--- config.mk ---
export PLATFORM = sky130hd
export DESIGN_NAME = resource_element_demap_reorder
export DESIGN_NICKNAME = d
export VERILOG_FILES = /design/src/rtl/core/redr_pkg.sv /design/src/rtl/core/resource_element_demap_reorder.sv
export SDC_FILE = /design/constraint.sdc
export NUM_CORES = 1
export LEC_CHECK = 0
export BUFFER_PORTS_ARGS = -buffer_cell sky130_fd_sc_hd__buf_2
export CORE_MARGIN = 5
export CORE_UTILIZATION = 40
export DETAILED_ROUTE_END_ITERATION = 8
export PLACE_DENSITY = 0.67
export SLEW_MARGIN = 20
export SYNTH_ARGS = -nofsm -noshare
export SYNTH_HDL_FRONTEND = slang
export SYNTH_SLANG_ARGS = --single-unit
--- constraint.sdc ---
create_clock -name clk -period 27.3 [get_ports clk]
set_clock_uncertainty 0.05 [all_clocks]
set_input_delay 5.46 -clock clk [delete_from_list [all_inputs] [get_ports clk]]
set_output_delay 5.46 -clock clk [all_outputs]
set_load 0.03 [all_outputs]
--- src/rtl/core/redr_pkg.sv ---
`timescale 1ns / 1ps
// ----------------------------------------------------------------------------
// redr_pkg
// shared constants and register map of the resource element demapper
// ----------------------------------------------------------------------------
package redr_pkg;

  localparam int SLOTS_PER_SYMBOL = 4096;
  localparam int SC_PER_RB        = 12;

  localparam int PORT_W  = 3;
  localparam int SYM_W   = 4;
  localparam int SC_W    = 12;
  localparam int WORD_W  = 32;
  localparam int ADDR_W  = 13;
  localparam int RB_W    = 9;
  localparam int MASK_W  = 14;
  localparam int CNT_W   = 4;

  localparam int RB_SUM_W = RB_W + 2;
  localparam int SC_EXT_W = 15;

  localparam int IN_DATA_W  = 88;
  localparam int OUT_DATA_W = 104;

  localparam int APB_ADDR_W = 5;
  localparam int APB_DATA_W = 32;

  typedef enum logic [2:0] {
    REG_BWP_START_RB    = 3'd0,
    REG_ALLOC_START_RB  = 3'd1,
    REG_ALLOC_RB_COUNT  = 3'd2,
    REG_FIRST_SYMBOL    = 3'd3,
    REG_SYMBOL_COUNT    = 3'd4,
    REG_DMRS_SYMBOL_MASK = 3'd5,
    REG_PORT_COUNT      = 3'd6,
    REG_UNUSED          = 3'd7
  } reg_idx_t;

endpackage

--- src/rtl/core/resource_element_demap_reorder.sv ---
`timescale 1ns / 1ps
// ----------------------------------------------------------------------------
// resource_element_demap_reorder
// maps received resource elements of an allocation to planar buffer slots,
// splitting even and odd subcarriers on dmrs symbols
// one request per cycle, unless all stages are full and out_tready is low
// three register stages: range checks, subcarrier offset, slot addresses
// dropped elements leave the pipeline at the last stage without a result
// synchronous active-low reset clears stage valids and sets config defaults
// ----------------------------------------------------------------------------
module resource_element_demap_reorder
  import redr_pkg::*;
(
  input  logic                   clk,
  input  logic                   rst_n,
  // port, symbol, subcarrier, real_word, imag_word
  input  logic                   in_tvalid,
  output logic                   in_tready,
  input  logic [IN_DATA_W-1:0]   in_tdata,
  // out_port, out_symbol, real_addr, imag_addr, real_out, imag_out
  output logic                   out_tvalid,
  input  logic                   out_tready,
  output logic [OUT_DATA_W-1:0]  out_tdata,
  // is_dmrs
  output logic [0:0]             out_tuser,
  input  logic                   cfg_psel,
  input  logic                   cfg_penable,
  input  logic                   cfg_pwrite,
  input  logic [APB_ADDR_W-1:0]  cfg_paddr,
  input  logic [APB_DATA_W-1:0]  cfg_pwdata,
  output logic [APB_DATA_W-1:0]  cfg_prdata,
  output logic                   cfg_pready
);

  localparam logic [ADDR_W-1:0]   N_SLOTS  = ADDR_W'(SLOTS_PER_SYMBOL);
  localparam logic [ADDR_W-1:0]   N_HALF   = ADDR_W'(SLOTS_PER_SYMBOL / 2);
  localparam logic [SC_EXT_W-1:0] N_LIMIT  = SC_EXT_W'(SLOTS_PER_SYMBOL);

  // configuration registers
  logic [RB_W-1:0]   bwp_start_rb_r;
  logic [RB_W-1:0]   alloc_start_rb_r;
  logic [RB_W-1:0]   alloc_rb_count_r;
  logic [CNT_W-1:0]  first_symbol_r;
  logic [CNT_W-1:0]  symbol_count_r;
  logic [MASK_W-1:0] dmrs_symbol_mask_r;
  logic [CNT_W-1:0]  port_count_r;

  reg_idx_t cfg_idx;
  logic     cfg_wr;

  assign cfg_idx    = reg_idx_t'(cfg_paddr[APB_ADDR_W-1:2]);
  assign cfg_wr     = cfg_psel & cfg_penable & cfg_pwrite & cfg_pready;
  assign cfg_pready = 1'b1;

  always_ff @(posedge clk) begin
    if (!rst_n) begin
      bwp_start_rb_r     <= '0;
      alloc_start_rb_r   <= '0;
      alloc_rb_count_r   <= RB_W'(1);
      first_symbol_r     <= '0;
      symbol_count_r     <= CNT_W'(14);
      dmrs_symbol_mask_r <= '0;
      port_count_r       <= CNT_W'(1);
    end else if (cfg_wr) begin
      case (cfg_idx)
        REG_BWP_START_RB:     bwp_start_rb_r     <= cfg_pwdata[RB_W-1:0];
        REG_ALLOC_START_RB:   alloc_start_rb_r   <= cfg_pwdata[RB_W-1:0];
        REG_ALLOC_RB_COUNT:   alloc_rb_count_r   <= cfg_pwdata[RB_W-1:0];
        REG_FIRST_SYMBOL:     first_symbol_r     <= cfg_pwdata[CNT_W-1:0];
        REG_SYMBOL_COUNT:     symbol_count_r     <= cfg_pwdata[CNT_W-1:0];
        REG_DMRS_SYMBOL_MASK: dmrs_symbol_mask_r <= cfg_pwdata[MASK_W-1:0];
        REG_PORT_COUNT:       port_count_r       <= cfg_pwdata[CNT_W-1:0];
        default: ;
      endcase
    end
  end

  always_comb begin
    case (cfg_idx)
      REG_BWP_START_RB:     cfg_prdata = APB_DATA_W'(bwp_start_rb_r);
      REG_ALLOC_START_RB:   cfg_prdata = APB_DATA_W'(alloc_start_rb_r);
      REG_ALLOC_RB_COUNT:   cfg_prdata = APB_DATA_W'(alloc_rb_count_r);
      REG_FIRST_SYMBOL:     cfg_prdata = APB_DATA_W'(first_symbol_r);
      REG_SYMBOL_COUNT:     cfg_prdata = APB_DATA_W'(symbol_count_r);
      REG_DMRS_SYMBOL_MASK: cfg_prdata = APB_DATA_W'(dmrs_symbol_mask_r);
      REG_PORT_COUNT:       cfg_prdata = APB_DATA_W'(port_count_r);
      default:              cfg_prdata = '0;
    endcase
  end

  // input unpacking
  logic [PORT_W-1:0] in_port;
  logic [SYM_W-1:0]  in_symbol;
  logic [SC_W-1:0]   in_subcarrier;
  logic [WORD_W-1:0] in_real;
  logic [WORD_W-1:0] in_imag;

  assign in_port       = in_tdata[2:0];
  assign in_symbol     = in_tdata[6:3];
  assign in_subcarrier = in_tdata[18:7];
  assign in_real       = in_tdata[50:19];
  assign in_imag       = in_tdata[82:51];

  // pipeline flow control
  logic s1_v_r, s2_v_r, s3_v_r;
  logic s1_adv, s2_adv, s3_adv;
  logic s1_rdy, s2_rdy, s3_rdy;

  assign s3_rdy    = !s3_v_r || out_tready;
  assign s2_rdy    = !s2_v_r || s3_rdy;
  assign s1_rdy    = !s1_v_r || s2_rdy;
  assign in_tready = s1_rdy;
  assign s1_adv    = s1_rdy;
  assign s2_adv    = s2_rdy;
  assign s3_adv    = s3_rdy;

  // stage 1: port and symbol checks, rb sums
  logic [PORT_W-1:0]   s1_port_r;
  logic [SYM_W-1:0]    s1_sym_rel_r;
  logic [SC_W-1:0]     s1_sc_r;
  logic [WORD_W-1:0]   s1_real_r;
  logic [WORD_W-1:0]   s1_imag_r;
  logic                s1_dmrs_r;
  logic                s1_keep_r;
  logic [RB_SUM_W-1:0] s1_rb_lo_r;
  logic [RB_SUM_W-1:0] s1_rb_hi_r;

  logic [SYM_W:0]      sym_end;
  logic [15:0]         mask_ext;
  logic                port_ok, sym_ok;
  logic [RB_SUM_W-1:0] rb_lo_nxt;

  assign sym_end   = {1'b0, first_symbol_r} + {1'b0, symbol_count_r};
  assign mask_ext  = {2'b00, dmrs_symbol_mask_r};
  assign port_ok   = {1'b0, in_port} < port_count_r;
  assign sym_ok    = (in_symbol >= first_symbol_r) && ({1'b0, in_symbol} < sym_end);
  assign rb_lo_nxt = RB_SUM_W'(bwp_start_rb_r) + RB_SUM_W'(alloc_start_rb_r);

  always_ff @(posedge clk) begin
    if (!rst_n) begin
      s1_v_r <= 1'b0;
    end else if (s1_adv) begin
      s1_v_r <= in_tvalid;
    end
  end

  always_ff @(posedge clk) begin
    if (s1_adv && in_tvalid) begin
      s1_port_r    <= in_port;
      s1_sym_rel_r <= in_symbol - first_symbol_r;
      s1_sc_r      <= in_subcarrier;
      s1_real_r    <= in_real;
      s1_imag_r    <= in_imag;
      s1_dmrs_r    <= mask_ext[in_symbol];
      s1_keep_r    <= port_ok && sym_ok;
      s1_rb_lo_r   <= rb_lo_nxt;
      s1_rb_hi_r   <= rb_lo_nxt + RB_SUM_W'(alloc_rb_count_r);
    end
  end

  // stage 2: subcarrier window and offset
  logic [PORT_W-1:0] s2_port_r;
  logic [SYM_W-1:0]  s2_sym_rel_r;
  logic [WORD_W-1:0] s2_real_r;
  logic [WORD_W-1:0] s2_imag_r;
  logic              s2_dmrs_r;
  logic              s2_keep_r;
  logic [ADDR_W-1:0] s2_k_r;

  logic [SC_EXT_W-1:0] sc_lo, sc_hi, sc_ext, k_full;
  logic                sc_ok;

  assign sc_lo  = (SC_EXT_W'(s1_rb_lo_r) << 3) + (SC_EXT_W'(s1_rb_lo_r) << 2);
  assign sc_hi  = (SC_EXT_W'(s1_rb_hi_r) << 3) + (SC_EXT_W'(s1_rb_hi_r) << 2);
  assign sc_ext = SC_EXT_W'(s1_sc_r);
  assign k_full = sc_ext - sc_lo;
  assign sc_ok  = (sc_ext >= sc_lo) && (sc_ext < sc_hi) && (k_full < N_LIMIT);

  always_ff @(posedge clk) begin
    if (!rst_n) begin
      s2_v_r <= 1'b0;
    end else if (s2_adv) begin
      s2_v_r <= s1_v_r;
    end
  end

  always_ff @(posedge clk) begin
    if (s2_adv && s1_v_r) begin
      s2_port_r    <= s1_port_r;
      s2_sym_rel_r <= s1_sym_rel_r;
      s2_real_r    <= s1_real_r;
      s2_imag_r    <= s1_imag_r;
      s2_dmrs_r    <= s1_dmrs_r;
      s2_keep_r    <= s1_keep_r && sc_ok;
      s2_k_r       <= k_full[ADDR_W-1:0];
    end
  end

  // stage 3: slot addresses, output register
  logic [PORT_W-1:0] s3_port_r;
  logic [SYM_W-1:0]  s3_sym_rel_r;
  logic [ADDR_W-1:0] s3_ra_r;
  logic [ADDR_W-1:0] s3_ia_r;
  logic [WORD_W-1:0] s3_real_r;
  logic [WORD_W-1:0] s3_imag_r;
  logic              s3_dmrs_r;

  logic [ADDR_W-1:0] ra_nxt, ia_nxt, ra_dmrs;

  assign ra_dmrs = (s2_k_r[0] ? N_SLOTS : '0) + (s2_k_r >> 1);
  assign ra_nxt  = s2_dmrs_r ? ra_dmrs : s2_k_r;
  assign ia_nxt  = s2_dmrs_r ? ra_dmrs + N_HALF : N_SLOTS + s2_k_r;

  always_ff @(posedge clk) begin
    if (!rst_n) begin
      s3_v_r <= 1'b0;
    end else if (s3_adv) begin
      s3_v_r <= s2_v_r && s2_keep_r;
    end
  end

  always_ff @(posedge clk) begin
    if (s3_adv && s2_v_r && s2_keep_r) begin
      s3_port_r    <= s2_port_r;
      s3_sym_rel_r <= s2_sym_rel_r;
      s3_ra_r      <= ra_nxt;
      s3_ia_r      <= ia_nxt;
      s3_real_r    <= s2_real_r;
      s3_imag_r    <= s2_imag_r;
      s3_dmrs_r    <= s2_dmrs_r;
    end
  end

  assign out_tvalid = s3_v_r;
  assign out_tdata  = {7'b0, s3_imag_r, s3_real_r, s3_ia_r, s3_ra_r,
                       s3_sym_rel_r, s3_port_r};
  assign out_tuser  = s3_dmrs_r;

  // checks
  a_data_imag_offset: assert property (@(posedge clk) disable iff (!rst_n)
    (s3_v_r && !s3_dmrs_r) |-> (s3_ia_r == s3_ra_r + N_SLOTS))
    else $error("data symbol imag slot not one plane past real slot");

  a_dmrs_imag_offset: assert property (@(posedge clk) disable iff (!rst_n)
    (s3_v_r && s3_dmrs_r) |-> (s3_ia_r == s3_ra_r + N_HALF))
    else $error("dmrs imag slot not half a plane past real slot");

  a_data_real_plane: assert property (@(posedge clk) disable iff (!rst_n)
    (s3_v_r && !s3_dmrs_r) |-> (s3_ra_r < N_SLOTS))
    else $error("data symbol real slot outside first plane");

  a_stall_needs_item: assert property (@(posedge clk) disable iff (!rst_n)
    !in_tready |-> (s1_v_r && s2_v_r && s3_v_r && !out_tready))
    else $error("input stalled with room in pipeline");

  a_drop_no_result: assert property (@(posedge clk) disable iff (!rst_n)
    (s3_adv && s2_v_r && !s2_keep_r) |=> !s3_v_r)
    else $error("dropped element produced a result");

endmodule

* Yosys cells after proc, flatten, opt, wreduce, memory -nomap -nowiden
Cells that the tools add are included.
** Operators by class
- $add $sub $neg :: 10
- Magnitude comparators :: 7
- Equality and inequality tests :: 6
- Multiplexer cells :: 6
- Bitwise logic cells :: 2
- Reduce and logical (&&, ||, !) cells :: 24
** Operators by type and width (count)
- one-hot mux 14 bit (7 select lines) :: 1
- two-way mux 13 bit :: 3
- adder 14 x 13 -> 15 bit :: 2
- greater-or-equal comparator 12 x 15 -> 1 bit :: 1
- < comparator 12 x 15 -> 1 bit :: 1
- < comparator 15 x 13 -> 1 bit, second input constant :: 1
- subtractor 12 x 15 -> 15 bit :: 1
- AND reduction 2 bit :: 7
- adder 13 x 12 -> 13 bit :: 1
- adder 13 x 12 -> 13 bit, second input constant :: 1
- adder 13 bit, first input constant :: 1
- adder 10 x 9 -> 11 bit :: 1
- adder 9 x 9 -> 10 bit :: 1
- logical AND 1 bit :: 10
- == test 3 bit, second input constant :: 3
- == test 3 x 2 -> 1 bit, second input constant :: 2
- adder 4 x 4 -> 5 bit :: 1
- < comparator 4 x 5 -> 1 bit :: 1
- < comparator 4 x 5 -> 1 bit, second input constant :: 1
- binary-select mux 1 bit (select 4 bit) :: 1
- greater-or-equal comparator 4 bit :: 1
- < comparator 3 x 4 -> 1 bit :: 1
- subtractor 4 bit :: 1
- == test 3 x 1 -> 1 bit, second input constant :: 1
- 5 further kinds :: 10
** Word-level totals
- Register bits :: 347
- Input bits :: 132
- Output and inout port bits :: 140
- Word-level logic and storage cells :: 88

* Longest topological paths before layout
- Word-level depth :: 5
- Mapped depth :: 15
- Mapped depth without buffers :: 15

* Worst setup path before layout
No wires, ideal clock.
- Path kind :: in2reg
- Start :: input port out_tready
- End :: register s2_dmrs_r, enable pin
- Library setup time :: 0.662 ns
- Data arrival time :: 11.792 ns
- Required time :: 26.588 ns
- Setup slack :: 14.796 ns
- Cell stages on the path :: 2
- Buffers on the path :: 0
- Cell sequence :: nor2b_1 -> a21boi_0
** On the way
- Longest elaborated chain between the ends :: 3
** Ends and longest elaborated chain
- from (decl) :: RTL line resource_element_demap_reorder.sv:22 : input logic out_tready,
- logical OR 1 bit :: RTL line resource_element_demap_reorder.sv:109 : assign s3_rdy = !s3_v_r || out_tready;
- logical OR 1 bit :: RTL line resource_element_demap_reorder.sv:110 : assign s2_rdy = !s2_v_r || s3_rdy;
- logical AND 1 bit :: RTL line resource_element_demap_reorder.sv:188 : if (s2_adv && s1_v_r) begin
- to (signal assigned) :: RTL line resource_element_demap_reorder.sv:193 : s2_dmrs_r <= s1_dmrs_r;
- to (decl) :: RTL line resource_element_demap_reorder.sv:166 : logic s2_dmrs_r;
Every way passes these cells.
A chain may end at the register's enable or synchronous reset.

* Final worst setup path
- Start :: input port cfg_paddr[3]
- End :: output port cfg_prdata[0]
** On the way
- Longest elaborated chain between the ends :: 2
- Elaborated cells between the ends (all ways) :: 8
- Classes of those cells :: eq/ne: 6; mux: 1; reduce/logical: 1
** Ends and longest elaborated chain
- from (decl) :: RTL line resource_element_demap_reorder.sv:29 : input logic [APB_ADDR_W-1:0] cfg_paddr,
- == test 3 bit, or another cell as far along :: RTL line resource_element_demap_reorder.sv:79 : case (cfg_idx)
- one-hot mux 14 bit (7 select lines) * :: RTL line resource_element_demap_reorder.sv:79
- to (decl) :: RTL line resource_element_demap_reorder.sv:31 : output logic [APB_DATA_W-1:0] cfg_prdata,
Mark *: on every way between the ends. The rest lies on a longest branch, timed or not.

==> key figures <==
STA
  – RSZ-0062 raised after global routing: false
  – Fin. max-slew vios: 0
  – Setup TNS: 0 ps
  – Least-Margin Pin Slew: 1070 ps
  – Setup violators final: 0
  – Fmax: 79.5 MHz
  – Setup slack after layout: 14720 ps
  – Final critical-path required period: 12580 ps
  – Max-slew headroom: 0.288
  – Fin crit share: 0.461
  – Hold Vio Cnt, Final: 0

Logic synthesis
  – Post-Syn Area: 14100 µm²
  – Post-synth EDFFs: 279
  – Count leader, synth: edfxtp_1
  – Commonest cells post-synth: edfxtp_1, ha_1, nand2_1, dfxtp_1, mux2i_1
  – Yosys reg bits: 335
  – Ys flop type: edfxtp_1
  – Top area cells in the synthesized netlist: edfxtp_1, dfxtp_1, ha_1
  – Yosys top cell by area: edfxtp_1
  – Cell count after synthesis: 961
  – Seq/Total Area, Yosys: 0.672
  – Async set-reset flop share out of synthesis: 0
  – Share of the synthesized area in the top cell type: 0.593
  – Distinct cell type count after synthesis: 68
  – Mean Syn Cell Area: 14.7 µm²
  – YS warnings: 0

Critical path
  – Crit path max-delay family: buffers and inverters
  – Crit path kind: primary input to output pin
  – Crit path buf inv count: 2
  – Crit-path max cell delay: 540 ps
  – Worst path slowest cell: nor2b_1
  – Startpoint Class: primary input
  – Most common cell on crit path: buf_2
  – Critical Path End Type: output pin
  – Crit path cell chain: buf_2 -> nor2b_1 -> a21oi_1 -> o221ai_1 -> buf_2
  – Worst Path Required: 21790 ps
  – Crit Path Max Fanout: 23
  – Arrival time worst endpoint: 7070 ps

Clocking
  – Num CTS Buffers: 37
  – Clock buffer depth: 3
  – Post-CTS Hold Buffers: 0
  – Skew-Pair Late Insertion Delay: 520 ps
  – Post-CTS Resized: 0
  – Post-CTS setup repair buffer count: 0
  – Num Clock Sinks: 335
  – CTS tree: built
  – Reg clk slew, reported paths: 60 ps
  – Root Buffer: clkbuf_16
  – CTS H-Tree Depth: 2

Die
  – Initial Util: 0.407
  – Chip height: 198 µm
  – Die width: 198 µm
  – I/O Pins: 272
  – FP Rows: 68
  – Core ar.: 34700 µm²
  – Die area: 39200 µm²

Power
  – Maximum VDD drop: 0.0000485 V
  – Pwr Density: 68.8 nW/µm²
  – Static Leak: 6.71 nW

Detailed routing
  – Residual DRC: 0
  – Drt wl/cell: 17.7 µm
  – Vias: 8121
  – Total wire length: 29600 µm
  – Drt first-iter violations: 383
  – Vias per inst: 4.85
  – Total iterations of the first detailed-routing run: 4
  – DRT antenna net count: 0

Finish
  – Area Overhead vs Synth: 18.8%
  – Nets@finish: 1402
  – Share of cells above drive strength 1: 0.262

GRT
  – Global-route wire length before repair: 45400 µm
  – Total GRT Usage: 0.147
  – Largest net degree at the start of global routing: 83
  – Vias in the first global route: 8384
  – Initial antenna violation count: 0
  – GRT overflow: 0

Placement
  – Dpl ws: 14730 ps
  – DP HPWL: 21600 µm
  – Port-buffer cells: 220
  – Placer Congestion: 0.807

Worst hold path
  – Worst hold path type: flop to flop

Run status
  – Status: complete, no violations

Run
  – Max Cap Violations: 0
[registers in the layout (all words and copies together), names as in the netlist, 11 cells and up]
name                count
s1_sc_r                12
s2_k_r                 13
s1_real_r              32
s3_imag_r              32
dmrs_symbol_mask_r     14
s2_real_r              32
s1_rb_hi_r             11
s3_real_r              32
s2_imag_r              32
s1_imag_r              32
s3_ra_r                13
[layout make-up]
type / count / area (µm²)
clock inverter: 24 / 244
tap: 455 / 569
fill: 3019 / 17900
inverter: 36 / 135
antenna: 1 / 2.50
clock buffer: 44 / 952
sequential: 335 / 9500
multi-input combinational: 556 / 4250
timing repair buffer: 225 / 1140
[final timing paths]
check / depth (start not counted) / startpoint / slack [ps] / end
setup reg to reg: 14 / s1_rb_hi_r[1] / 23720 / s2_keep_r
setup / recovery: 5 / cfg_paddr[3] / 14720 / cfg_prdata[0]
hold / removal: 0 / s1_sc_r[0] / 350 / s2_k_r[0]
hold reg to reg: 0 / s1_sc_r[0] / 350 / s2_k_r[0]
[report_power, final]
| group | switching, mW | internal, mW | leakage, nW |
|---|---|---|---|
| registers | 0.00847 | 0.578 | 3.09 |
| logic | 0.0516 | 0.0334 | 3.02 |
| clock network | 0.195 | 0.290 | 0.593 |
| total | 0.255 | 0.901 | 6.71 |
[cells by family (layout without fill, tap and decap cells)]
group                      Yosys count  count (layout)  share of synthesized area
adders and majority gates           79              79                     0.0737
AOI/OAI and AO/OA                  143             143                     0.0701
and+or+nand+nor                    202             202                     0.0723
DFF                                335             335                      0.672
buffers and inverters               94             329                     0.0357
muxes                               67              67                     0.0513
other                                2              27                   0.000532
xor gates and xnor gates            39              39                     0.0242
[metrics by stage]
| step | total power [mW] | utilization | std cells | hold WS (ps) | area (µm²) |
|---|---|---|---|---|---|
| after CTS | 1.17 | 0.484 | 1675 | 348 | 16800 |
| after detailed placement | 0.683 | 0.449 | 1607 | 355 | 15600 |
| after floorplan | 0.659 | - | 985 | 350 | 14200 |
| final | 1.16 | 0.484 | 1676 | 349 | 16800 |
| after global routing | 1.20 | 0.484 | 1675 | 367 | 16800 |
| after global placement | 0.679 | 0.449 | 1607 | 350 | 15600 |
[cell usage in the layout (no fill, tap or decap), types with 6 or more instances in the layout]
cell type	n
a21o_1	14
xnor2_1	23
edfxtp_1	279
ha_1	72
dfxtp_1	56
mux2i_1	51
fa_1	7
nor2b_1	47
o21a_1	9
a21oi_1	35
buf_2	220
clkinv_2	11
mux2_2	13
a21boi_1	10
clkbuf_1	7
clkbuf_16	37
o21ai_0	22
nand3_1	6
conb_1	26
nand2b_1	9
nor3_1	7
nor2_1	46
xor2_1	16
nand2_1	61
inv_1	35
[routing by layer]
metal | vias up | global-route usage | part of all wire
met1 | 3877 | 0.200 | 0.45
met5 | - | 0 | 0
met2 | 257 | 0.241 | 0.46
met4 | 0 | 0.0423 | 0.023
li1 | 3948 | - | -
met3 | 39 | 0.0274 | 0.063
Note: power is estimated with default switching activity, not from simulation.
